## config.mk

```make
export PLATFORM = sky130hd
export DESIGN_NAME = decimal_date_time_add_seconds
export DESIGN_NICKNAME = d
export VERILOG_FILES = /design/src/rtl/ddta_pkg.sv /design/src/rtl/ddta_front.sv /design/src/rtl/ddta_queue.sv /design/src/rtl/ddta_back.sv /design/src/rtl/decimal_date_time_add_seconds.sv
export SDC_FILE = /design/constraint.sdc
export NUM_CORES = 2
export LEC_CHECK = 0
export BUFFER_PORTS_ARGS = -buffer_cell sky130_fd_sc_hd__buf_2
export CAP_MARGIN = 20
export CORE_MARGIN = 2
export CORE_UTILIZATION = 45
export CTS_CLUSTER_DIAMETER = 200
export DETAILED_ROUTE_END_ITERATION = 12
export MAX_ROUTING_LAYER = met4
export PLACE_DENSITY = 0.66
export SLEW_MARGIN = 20
export SYNTH_ARGS = -nofsm -noshare
export SYNTH_HDL_FRONTEND = slang
export SYNTH_SLANG_ARGS = --single-unit
export TNS_END_PERCENT = 30
```

## constraint.sdc

```tcl
create_clock -name clk -period 9.74 [get_ports clk]
set_input_delay 0.974 -clock clk [delete_from_list [all_inputs] [get_ports clk]]
set_output_delay 0.974 -clock clk [all_outputs]
set_load 0.02 [all_outputs]
```

## src/rtl/ddta_pkg.sv

```systemverilog
`timescale 1ns / 1ps
// Shared widths, constants, queue entry type and month-length lookup.
package ddta_pkg;

  // Field widths of the stream words
  localparam int DATE_W      = 19;
  localparam int TIME_W      = 18;
  localparam int OFFS_W      = 17;
  localparam int S_TDATA_W   = 56;
  localparam int M_TDATA_W   = 40;
  localparam int M_PAD_W     = M_TDATA_W - DATE_W - TIME_W;

  // Default depth of the queue between front and back
  localparam int QUEUE_DEPTH_DEF = 4;

  // Widths of the split decimal fields
  localparam int YEAR_W   = 7;
  localparam int MON_W    = 7;
  localparam int DAY_W    = 6;
  localparam int HOUR_W   = 5;
  localparam int MIN_W    = 7;
  localparam int SEC_W    = 7;
  localparam int Q_D100_W = 13;
  localparam int Q_T100_W = 12;
  localparam int TOTAL_W  = 18;
  localparam int REM_W    = 17;
  localparam int Q60_W    = 11;
  localparam int DIGIT_W  = 6;

  // Reciprocals for exact constant division: q = (x * RECIP) >> SHIFT
  localparam logic [19:0] RECIP_100    = 20'd671089;
  localparam int          SHIFT_100    = 26;
  localparam logic [18:0] RECIP_10000  = 19'd429497;
  localparam int          SHIFT_10000  = 32;
  localparam logic [17:0] RECIP_3600   = 18'd149131;
  localparam int          SHIFT_3600   = 29;
  localparam logic [17:0] RECIP_60     = 18'd139811;
  localparam int          SHIFT_60     = 23;

  // Calendar and clock constants
  localparam logic [TOTAL_W-1:0] SECS_PER_DAY  = 18'd86400;
  localparam logic [TOTAL_W-1:0] SECS_TWO_DAYS = 18'd172800;
  localparam logic [TOTAL_W-1:0] SECS_PER_HOUR = 18'd3600;
  localparam logic [TOTAL_W-1:0] SECS_PER_MIN  = 18'd60;
  localparam logic [MON_W-1:0]   MONTH_FEB     = 7'd2;
  localparam logic [MON_W-1:0]   MONTHS_PER_YR = 7'd12;
  localparam logic [YEAR_W-1:0]  YEAR_WRAP     = 7'd100;
  localparam logic [DAY_W-1:0]   FEB_LEAP_DAYS = 6'd29;
  localparam logic [DAY_W-1:0]   LONG_MONTH    = 6'd31;

  localparam logic [DAY_W-1:0] MONTH_LEN [12] = '{
    6'd31, 6'd28, 6'd31, 6'd30, 6'd31, 6'd30,
    6'd31, 6'd31, 6'd30, 6'd31, 6'd30, 6'd31
  };

  // One classified item held in the queue
  typedef struct packed {
    logic                 pass;   // zero offset: hand inputs straight through
    logic [DATE_W-1:0]    date;
    logic [TIME_W-1:0]    tod;
    logic [OFFS_W-1:0]    offs;
    logic [YEAR_W-1:0]    year;
    logic [MON_W-1:0]     mon;
    logic [DAY_W-1:0]     day;
    logic [HOUR_W-1:0]    hh;
    logic [MIN_W-1:0]     mm;
    logic [SEC_W-1:0]     ss;
  } entry_t;

  // Days in a month; unknown months count as long, February leaps on year mod 4
  function automatic logic [DAY_W-1:0] month_days(input logic [MON_W-1:0] mon,
                                                  input logic [YEAR_W-1:0] year);
    logic [3:0] idx;
    logic [MON_W-1:0] mon_m1;
    mon_m1 = mon - 7'd1;
    idx    = mon_m1[3:0];
    if (mon == '0 || mon > MONTHS_PER_YR) begin
      return LONG_MONTH;
    end else if (mon == MONTH_FEB && year[1:0] == 2'b00) begin
      return FEB_LEAP_DAYS;
    end else begin
      return MONTH_LEN[idx];
    end
  endfunction

endpackage

```

## src/rtl/ddta_front.sv

```systemverilog
`timescale 1ns / 1ps
// Front end: accepts input words, splits date and time into decimal fields.
module ddta_front #(
  parameter int QUEUE_DEPTH = ddta_pkg::QUEUE_DEPTH_DEF
) (
  input  logic                                clk,
  input  logic                                rst,
  input  logic                                s_tvalid,
  output logic                                s_tready,
  input  logic [ddta_pkg::S_TDATA_W-1:0]      s_tdata,  // date_ddmmyy, time_hhmmss, add_seconds
  input  logic [$clog2(QUEUE_DEPTH+1)-1:0]    q_count,
  output logic                                push,
  output ddta_pkg::entry_t                    push_data
);
  import ddta_pkg::*;

  localparam int CW = $clog2(QUEUE_DEPTH + 1);

  logic [DATE_W-1:0] date_in;
  logic [TIME_W-1:0] tod_in;
  logic [OFFS_W-1:0] offs_in;
  logic [CW:0]       used;
  logic              accept;

  logic [DATE_W+20-1:0] prod_d100;
  logic [DATE_W+19-1:0] prod_d10k;
  logic [TIME_W+20-1:0] prod_t100;
  logic [TIME_W+19-1:0] prod_t10k;

  // Stage one registers
  logic                v1;
  logic [DATE_W-1:0]   date1;
  logic [TIME_W-1:0]   tod1;
  logic [OFFS_W-1:0]   offs1;
  logic [Q_D100_W-1:0] d100;
  logic [DAY_W-1:0]    d10k;
  logic [Q_T100_W-1:0] t100;
  logic [HOUR_W-1:0]   t10k;

  logic [DATE_W-1:0]   year_full;
  logic [Q_D100_W-1:0] mon_full;
  logic [TIME_W-1:0]   ss_full;
  logic [Q_T100_W-1:0] mm_full;

  // Unpack the slave word
  assign date_in = s_tdata[DATE_W-1:0];
  assign tod_in  = s_tdata[DATE_W +: TIME_W];
  assign offs_in = s_tdata[DATE_W+TIME_W +: OFFS_W];

  // Admit a word only when the queue is sure to have room for it
  assign used     = {1'b0, q_count} + (CW+1)'(v1);
  assign s_tready = used < (CW+1)'(QUEUE_DEPTH);
  assign accept   = s_tvalid && s_tready;

  // Divide by 100 and 10000 through reciprocal multiplication
  assign prod_d100 = (DATE_W+20)'(date_in) * (DATE_W+20)'(RECIP_100);
  assign prod_d10k = (DATE_W+19)'(date_in) * (DATE_W+19)'(RECIP_10000);
  assign prod_t100 = (TIME_W+20)'(tod_in) * (TIME_W+20)'(RECIP_100);
  assign prod_t10k = (TIME_W+19)'(tod_in) * (TIME_W+19)'(RECIP_10000);

  // Hold the quotients for the next stage
  always_ff @(posedge clk) begin
    if (rst) begin
      v1 <= 1'b0;
    end else begin
      v1 <= accept;
    end
    if (accept) begin
      date1 <= date_in;
      tod1  <= tod_in;
      offs1 <= offs_in;
      d100  <= prod_d100[SHIFT_100 +: Q_D100_W];
      d10k  <= prod_d10k[SHIFT_10000 +: DAY_W];
      t100  <= prod_t100[SHIFT_100 +: Q_T100_W];
      t10k  <= prod_t10k[SHIFT_10000 +: HOUR_W];
    end
  end

  // Take remainders to get the two-digit fields
  assign year_full = date1 - DATE_W'(d100) * DATE_W'(100);
  assign mon_full  = d100 - Q_D100_W'(d10k) * Q_D100_W'(100);
  assign ss_full   = tod1 - TIME_W'(t100) * TIME_W'(100);
  assign mm_full   = t100 - Q_T100_W'(t10k) * Q_T100_W'(100);

  // Classify and push into the queue
  assign push = v1;
  always_comb begin
    push_data.pass = (offs1 == '0);
    push_data.date = date1;
    push_data.tod  = tod1;
    push_data.offs = offs1;
    push_data.year = year_full[YEAR_W-1:0];
    push_data.mon  = mon_full[MON_W-1:0];
    push_data.day  = d10k;
    push_data.hh   = t10k;
    push_data.mm   = mm_full[MIN_W-1:0];
    push_data.ss   = ss_full[SEC_W-1:0];
  end

endmodule

```

## src/rtl/ddta_queue.sv

```systemverilog
`timescale 1ns / 1ps
// Short first-in first-out queue of classified items between front and back.
module ddta_queue #(
  parameter int QUEUE_DEPTH = ddta_pkg::QUEUE_DEPTH_DEF
) (
  input  logic                             clk,
  input  logic                             rst,
  input  logic                             push,
  input  ddta_pkg::entry_t                 push_data,
  input  logic                             pop,
  output logic                             q_valid,
  output ddta_pkg::entry_t                 q_data,
  output logic [$clog2(QUEUE_DEPTH+1)-1:0] q_count
);
  import ddta_pkg::*;

  localparam int AW = (QUEUE_DEPTH > 1) ? $clog2(QUEUE_DEPTH) : 1;
  localparam int CW = $clog2(QUEUE_DEPTH + 1);

  entry_t        mem [QUEUE_DEPTH];
  logic [AW-1:0] wr_ptr;
  logic [AW-1:0] rd_ptr;
  logic [CW-1:0] count;
  logic          do_pop;

  assign q_valid = (count != '0);
  assign q_count = count;
  assign q_data  = mem[rd_ptr];
  assign do_pop  = pop && q_valid;

  // Store pushed words
  always_ff @(posedge clk) begin
    if (push) begin
      mem[wr_ptr] <= push_data;
    end
  end

  // Advance pointers and occupancy
  always_ff @(posedge clk) begin
    if (rst) begin
      wr_ptr <= '0;
      rd_ptr <= '0;
      count  <= '0;
    end else begin
      if (push) begin
        wr_ptr <= (wr_ptr == AW'(QUEUE_DEPTH - 1)) ? '0 : wr_ptr + AW'(1);
      end
      if (do_pop) begin
        rd_ptr <= (rd_ptr == AW'(QUEUE_DEPTH - 1)) ? '0 : rd_ptr + AW'(1);
      end
      count <= count + CW'(push) - CW'(do_pop);
    end
  end

endmodule

```

## src/rtl/ddta_back.sv

```systemverilog
`timescale 1ns / 1ps
// Back end: adds the offset, rolls the calendar and recodes date and time.
module ddta_back (
  input  logic                          clk,
  input  logic                          rst,
  input  logic                          q_valid,
  input  ddta_pkg::entry_t              q_data,
  output logic                          pop,
  output logic                          m_tvalid,
  input  logic                          m_tready,
  output logic [ddta_pkg::M_TDATA_W-1:0] m_tdata  // new_date_ddmmyy, new_time_hhmmss, zero pad
);
  import ddta_pkg::*;

  logic adv;

  // Stage one: seconds since midnight plus offset
  logic               v1;
  entry_t             e1;
  logic [TOTAL_W-1:0] total1;
  logic [TOTAL_W-1:0] total_c;

  // Stage two: day carry and calendar roll
  logic               v2;
  logic               pass2;
  logic               keep2;
  logic [DATE_W-1:0]  date2;
  logic [TIME_W-1:0]  tod2;
  logic [REM_W-1:0]   rem2;
  logic [DAY_W-1:0]   day2;
  logic [MON_W-1:0]   mon2;
  logic [YEAR_W-1:0]  year2;
  logic [1:0]         carry_c;
  logic [TOTAL_W-1:0] rem_c;
  logic [DAY_W-1:0]   len_c;
  logic [DAY_W-1:0]   day_c;
  logic [MON_W-1:0]   mon_c;
  logic [YEAR_W-1:0]  year_c;

  // Stage three: hours and minutes quotient, date recoded
  logic               v3;
  logic               pass3;
  logic [TIME_W-1:0]  tod3;
  logic [DATE_W-1:0]  date3;
  logic [REM_W-1:0]   rem3;
  logic [HOUR_W-1:0]  h3;
  logic [Q60_W-1:0]   q60_3;
  logic [REM_W+18-1:0] prod3600;
  logic [REM_W+18-1:0] prod60;
  logic [DATE_W:0]    date_full;

  // Stage four: minute and second digits
  logic               v4;
  logic               pass4;
  logic [TIME_W-1:0]  tod4;
  logic [DATE_W-1:0]  date4;
  logic [HOUR_W-1:0]  h4;
  logic [DIGIT_W-1:0] mm4;
  logic [DIGIT_W-1:0] ss4;
  logic [Q60_W-1:0]   mm_full;
  logic [REM_W-1:0]   ss_full;

  // Output register
  logic [DATE_W-1:0]  date5;
  logic [TIME_W-1:0]  time5;
  logic [TIME_W-1:0]  time_c;

  // Move the whole pipe unless the output word is stalled
  assign adv = !(m_tvalid && !m_tready);
  assign pop = q_valid && adv;

  assign total_c = TOTAL_W'(q_data.hh) * SECS_PER_HOUR
                 + TOTAL_W'(q_data.mm) * SECS_PER_MIN
                 + TOTAL_W'(q_data.ss)
                 + TOTAL_W'(q_data.offs);

  // Reduce modulo one day and roll day, month and year
  always_comb begin
    if (total1 >= SECS_TWO_DAYS) begin
      carry_c = 2'd2;
      rem_c   = total1 - SECS_TWO_DAYS;
    end else if (total1 >= SECS_PER_DAY) begin
      carry_c = 2'd1;
      rem_c   = total1 - SECS_PER_DAY;
    end else begin
      carry_c = 2'd0;
      rem_c   = total1;
    end
    len_c  = month_days(e1.mon, e1.year);
    day_c  = e1.day + DAY_W'(carry_c);
    mon_c  = e1.mon;
    year_c = e1.year;
    if (day_c > len_c) begin
      day_c = day_c - len_c;
      mon_c = mon_c + 7'd1;
    end
    if (mon_c > MONTHS_PER_YR) begin
      mon_c  = mon_c - MONTHS_PER_YR;
      year_c = year_c + 7'd1;
      if (year_c >= YEAR_WRAP) begin
        year_c = '0;
      end
    end
  end

  assign prod3600  = (REM_W+18)'(rem2) * (REM_W+18)'(RECIP_3600);
  assign prod60    = (REM_W+18)'(rem2) * (REM_W+18)'(RECIP_60);
  assign date_full = (DATE_W+1)'(day2) * (DATE_W+1)'(10000)
                   + (DATE_W+1)'(mon2) * (DATE_W+1)'(100)
                   + (DATE_W+1)'(year2);

  assign mm_full = q60_3 - Q60_W'(h3) * Q60_W'(60);
  assign ss_full = rem3 - REM_W'(q60_3) * REM_W'(60);

  assign time_c = TIME_W'(h4) * TIME_W'(10000)
                + TIME_W'(mm4) * TIME_W'(100)
                + TIME_W'(ss4);

  // Valid bits
  always_ff @(posedge clk) begin
    if (rst) begin
      v1       <= 1'b0;
      v2       <= 1'b0;
      v3       <= 1'b0;
      v4       <= 1'b0;
      m_tvalid <= 1'b0;
    end else if (adv) begin
      v1       <= q_valid;
      v2       <= v1;
      v3       <= v2;
      v4       <= v3;
      m_tvalid <= v4;
    end
  end

  // Payload stages
  always_ff @(posedge clk) begin
    if (adv) begin
      e1     <= q_data;
      total1 <= total_c;

      pass2  <= e1.pass;
      keep2  <= e1.pass || (carry_c == 2'd0);
      date2  <= e1.date;
      tod2   <= e1.tod;
      rem2   <= rem_c[REM_W-1:0];
      day2   <= day_c;
      mon2   <= mon_c;
      year2  <= year_c;

      pass3  <= pass2;
      tod3   <= tod2;
      date3  <= keep2 ? date2 : date_full[DATE_W-1:0];
      rem3   <= rem2;
      h3     <= prod3600[SHIFT_3600 +: HOUR_W];
      q60_3  <= prod60[SHIFT_60 +: Q60_W];

      pass4  <= pass3;
      tod4   <= tod3;
      date4  <= date3;
      h4     <= h3;
      mm4    <= mm_full[DIGIT_W-1:0];
      ss4    <= ss_full[DIGIT_W-1:0];

      date5  <= date4;
      time5  <= pass4 ? tod4 : time_c;
    end
  end

  assign m_tdata = {{M_PAD_W{1'b0}}, time5, date5};

endmodule

```

## src/rtl/decimal_date_time_add_seconds.sv

```systemverilog
`timescale 1ns / 1ps
// Top level: adds an offset in seconds to a decimal-coded UTC date and time.
// Each slave word carries a DDMMYY date, an HHMMSS time and an offset of
// seconds; each master word returns the advanced date and time in the same
// decimal coding. The block takes one word per clock and returns one word
// per clock, in order, while the master side is ready. A front end splits
// the decimal fields through reciprocal multipliers, a queue of QUEUE_DEPTH
// entries (at least three for full rate) separates it from a five-stage
// back end that adds the offset, rolls day, month and year, and recodes
// the result. A stalled master side holds the back end; the front end
// keeps taking words until the queue is full. Year 99 rolls over to 00.
module decimal_date_time_add_seconds #(
  parameter int QUEUE_DEPTH = ddta_pkg::QUEUE_DEPTH_DEF
) (
  input  logic                           clk,
  input  logic                           rst,
  input  logic                           s_tvalid,
  output logic                           s_tready,
  input  logic [ddta_pkg::S_TDATA_W-1:0] s_tdata,  // date_ddmmyy, time_hhmmss, add_seconds
  output logic                           m_tvalid,
  input  logic                           m_tready,
  output logic [ddta_pkg::M_TDATA_W-1:0] m_tdata   // new_date_ddmmyy, new_time_hhmmss
);
  import ddta_pkg::*;

  localparam int CW = $clog2(QUEUE_DEPTH + 1);

  logic          push;
  entry_t        push_data;
  logic          pop;
  logic          q_valid;
  entry_t        q_data;
  logic [CW-1:0] q_count;

  ddta_front #(.QUEUE_DEPTH(QUEUE_DEPTH)) u_front (
    .clk       (clk),
    .rst       (rst),
    .s_tvalid  (s_tvalid),
    .s_tready  (s_tready),
    .s_tdata   (s_tdata),
    .q_count   (q_count),
    .push      (push),
    .push_data (push_data)
  );

  ddta_queue #(.QUEUE_DEPTH(QUEUE_DEPTH)) u_queue (
    .clk       (clk),
    .rst       (rst),
    .push      (push),
    .push_data (push_data),
    .pop       (pop),
    .q_valid   (q_valid),
    .q_data    (q_data),
    .q_count   (q_count)
  );

  ddta_back u_back (
    .clk      (clk),
    .rst      (rst),
    .q_valid  (q_valid),
    .q_data   (q_data),
    .pop      (pop),
    .m_tvalid (m_tvalid),
    .m_tready (m_tready),
    .m_tdata  (m_tdata)
  );

endmodule

```

==> metrics <==
outcome finished, final reports clean; CTS Buf Count 75; R2R Path End u_back.total1[17]; die area 141000 sq um; Tmin final 7.02 ns; io pins 102; largest net degree at the start of global routing 91; most frequent cell after synthesis inv_1; Avg Synthesized Cell Area 12.6 sq um; CTS Sinks 751; Crit path top cell by count inv_1; routability cong. 0.925; area grow syn2layout 8.19%; DRC errors left 0; clk_skew 0.0303 ns; vias per cell 5.00; Yosys cell types 82; FFs w/ async S/R, synth 0; hold_sp u_back.tod2[2]; GRT Overall Usage 0.189; HPWL after DPL 97400 um; CP Data Arrival Time 7.39 ns; final hold vios 0; number of setup violations in the final report 0; ys flop type edfxtp_1; top cells by count, synth inv_1 (1329), ha_1 (987), edfxtp_1 (736), fa_1 (655), xnor2_1 (142); fraction of layout instances using a drive strength above 1 0.0693; Yosys warnings 0; hold depth 0; DR vias 34.6k; Max Slew Vio Count 0; Initial DRC Count 1978; #FFs+latches synth 751; Buf/Inv on CP 7; slew margin rel. 0.327; Clock Latency Late Sink 0.62 ns; Nets 6767; max cap viols 0; H-tree depth 3; max incr delay on CP 0.55 ns; HP Class register to register; Routed WL per cell 17.8 um; delay-heaviest family, CP adder cells; Clock Tree Root clkbuf_16; core box area 137000 sq um; Least-Margin Pin Slew 1.01 ns; CTS Hold Bufs 0; crit share post-route 0.721; Critical Path End Type register; initial antenna violation count 12; top cells by area, synth edfxtp_1 (36%), fa_1 (21%), ha_1 (20%); fill count 11.9k; multi-input logic area 34300 sq um; clock-pin transition on the worst setup and hold timing paths 0.06 ns; fin cells 6923; Max Buffers Root-to-Sink 3; hold path endpoint u_back.tod3[2]; cell taking the most area after synthesis edfxtp_1; dpl cells 6781; Post-synth EDFFs 736; initial cell density of the core 0.452; first-pass GRT wire length 201000 um; critical path type input port to register; unrepaired setup endpoints after global routing false; Chip Height 375 um; CP required 10.11 ns; GR Overflow Total 0; area share of the largest cell type after synthesis 0.357; Critical Path Fanout Max 11; post-CTS sizing 0; Setup TNS Final 0 ns; FF-to-FF setup slack 2.73 ns; Max Freq 142 MHz; Synth Cell Area 61900 sq um; Post-CTS Setup Repair Bufs 0; Port Buffer Count 96; CTS tree yes; Antenna Nets Post-Route 0; sequential fraction of the synthesis area 0.362; die width 375 um; Pre-antenna DRT Iters 5; Startpoint Class input port; final wirelength 123000 um; CP max-delay cell fa_1; Worst R2R Path Depth 22; Syn Inst Count 4920; register area 22400 sq um; vias in the first global route 36.8k; CP Cell Sequence buf_2 -> inv_1 -> ha_1 -> inv_1 -> fa_1 -> inv_1 -> fa_1 -> inv_1 -> fa_1 -> fa_1 -> inv_1 -> fa_1 -> inv_1 -> ha_1 -> nand4_1 -> nor4_1 -> nand3b_1 -> o2111ai_1 -> nand2_1 -> o21ai_0 -> o22ai_1 -> xnor2_1; row count 136
==> routing by layer <==
layer,GRT usage,share of wire
met3,0.0253,0.045
met5,-,0
met4,0.0509,0.025
met1,0.252,0.45
met2,0.304,0.48
==> sequential cells by signal, indices dropped and copies added, names as in the netlist, 19 cells and up, named ones only <==
name / count
u_queue.mem: 360
u_back.date4: 19
u_front.date1: 19
u_back.e1: 56
u_back.date5: 19
u_back.date2: 19
u_back.date3: 19
==> layout make-up <==
type / instances / share of cell area
multi-input cells: 2796 / 0.513
flip-flops and latches: 751 / 0.335
inverters: 1331 / 0.0747
well taps: 1794 / 0.0335
clock buffers: 93 / 0.0300
repair buffers: 110 / 0.00886
clock inverters: 39 / 0.00523
diodes: 9 / 0.000336
==> cell families (layout without fill, tap and decap cells) <==
| family | count (synthesis) | after routing | share of synthesized area |
|---|---|---|---|
| fa+ha+maj | 1642 | 1642 | 0.411 |
| mux | 116 | 116 | 0.0375 |
| buf+inv | 1375 | 1573 | 0.0837 |
| other cells | 1 | 12 | 0.0000606 |
| compound gates | 448 | 448 | 0.0475 |
| xor+xnor | 187 | 187 | 0.0265 |
| flops | 751 | 751 | 0.362 |
| simple gates | 400 | 400 | 0.0315 |
==> how the worst max path moves through the flow <==
| stage | cells past startpoint | slack (ns) | startpoint | end |
|---|---|---|---|---|
| after global routing | 22 | 2.34 | register | u_back.total1[17] |
| after floorplan | 3 | 2.18 | m_tready | u_back.date2[0] |
| after global placement | 22 | 2.13 | s_tdata[8] | u_front.d100[5] |
| after detailed placement | 22 | 2.10 | s_tdata[8] | u_front.d100[5] |
| after CTS | 22 | 2.65 | register | u_back.total1[17] |
| final | 22 | 2.72 | s_tdata[8] | u_front.d100[5] |
==> through the flow <==
stage / utilization / cell area [sq um] / hold WS, ns / worst slack, ns
after global placement: 0.471 / 64600 / 0.401 / 2.13
after detailed placement: 0.471 / 64600 / 0.405 / 2.10
after floorplan: - / 61900 / 0.400 / 2.18
after global routing: 0.489 / 67000 / 0.413 / 2.34
final: 0.489 / 67000 / 0.407 / 2.72
after CTS: 0.489 / 66900 / 0.409 / 2.65
==> cell usage in the layout (no fill, tap or decap), drive strengths merged, types with 9 or more instances in the layout <==
cell	count
inv	1333
ha	987
edfxtp	736
fa	655
xnor2	142
a21oi	129
nor2	111
buf	110
nand2	104
o21ai	100
clkbuf	93
mux4	90
a21o	66
xor2	45
nand3	31
nor3	27
clkinv	27
a211oi	20
o211ai	19
and2	19
nor2b	18
o21bai	18
o21a	17
and3	17
nand4	15
dfxtp	15
or2	14
mux2i	13
mux2	13
o31ai	12
nor4	12
nand2b	10
a31oi	10
diode	9
Power is left out: the tool's default activity adds up to more than one toggle a clock period on the data nets, which glitch-free logic cannot reach.
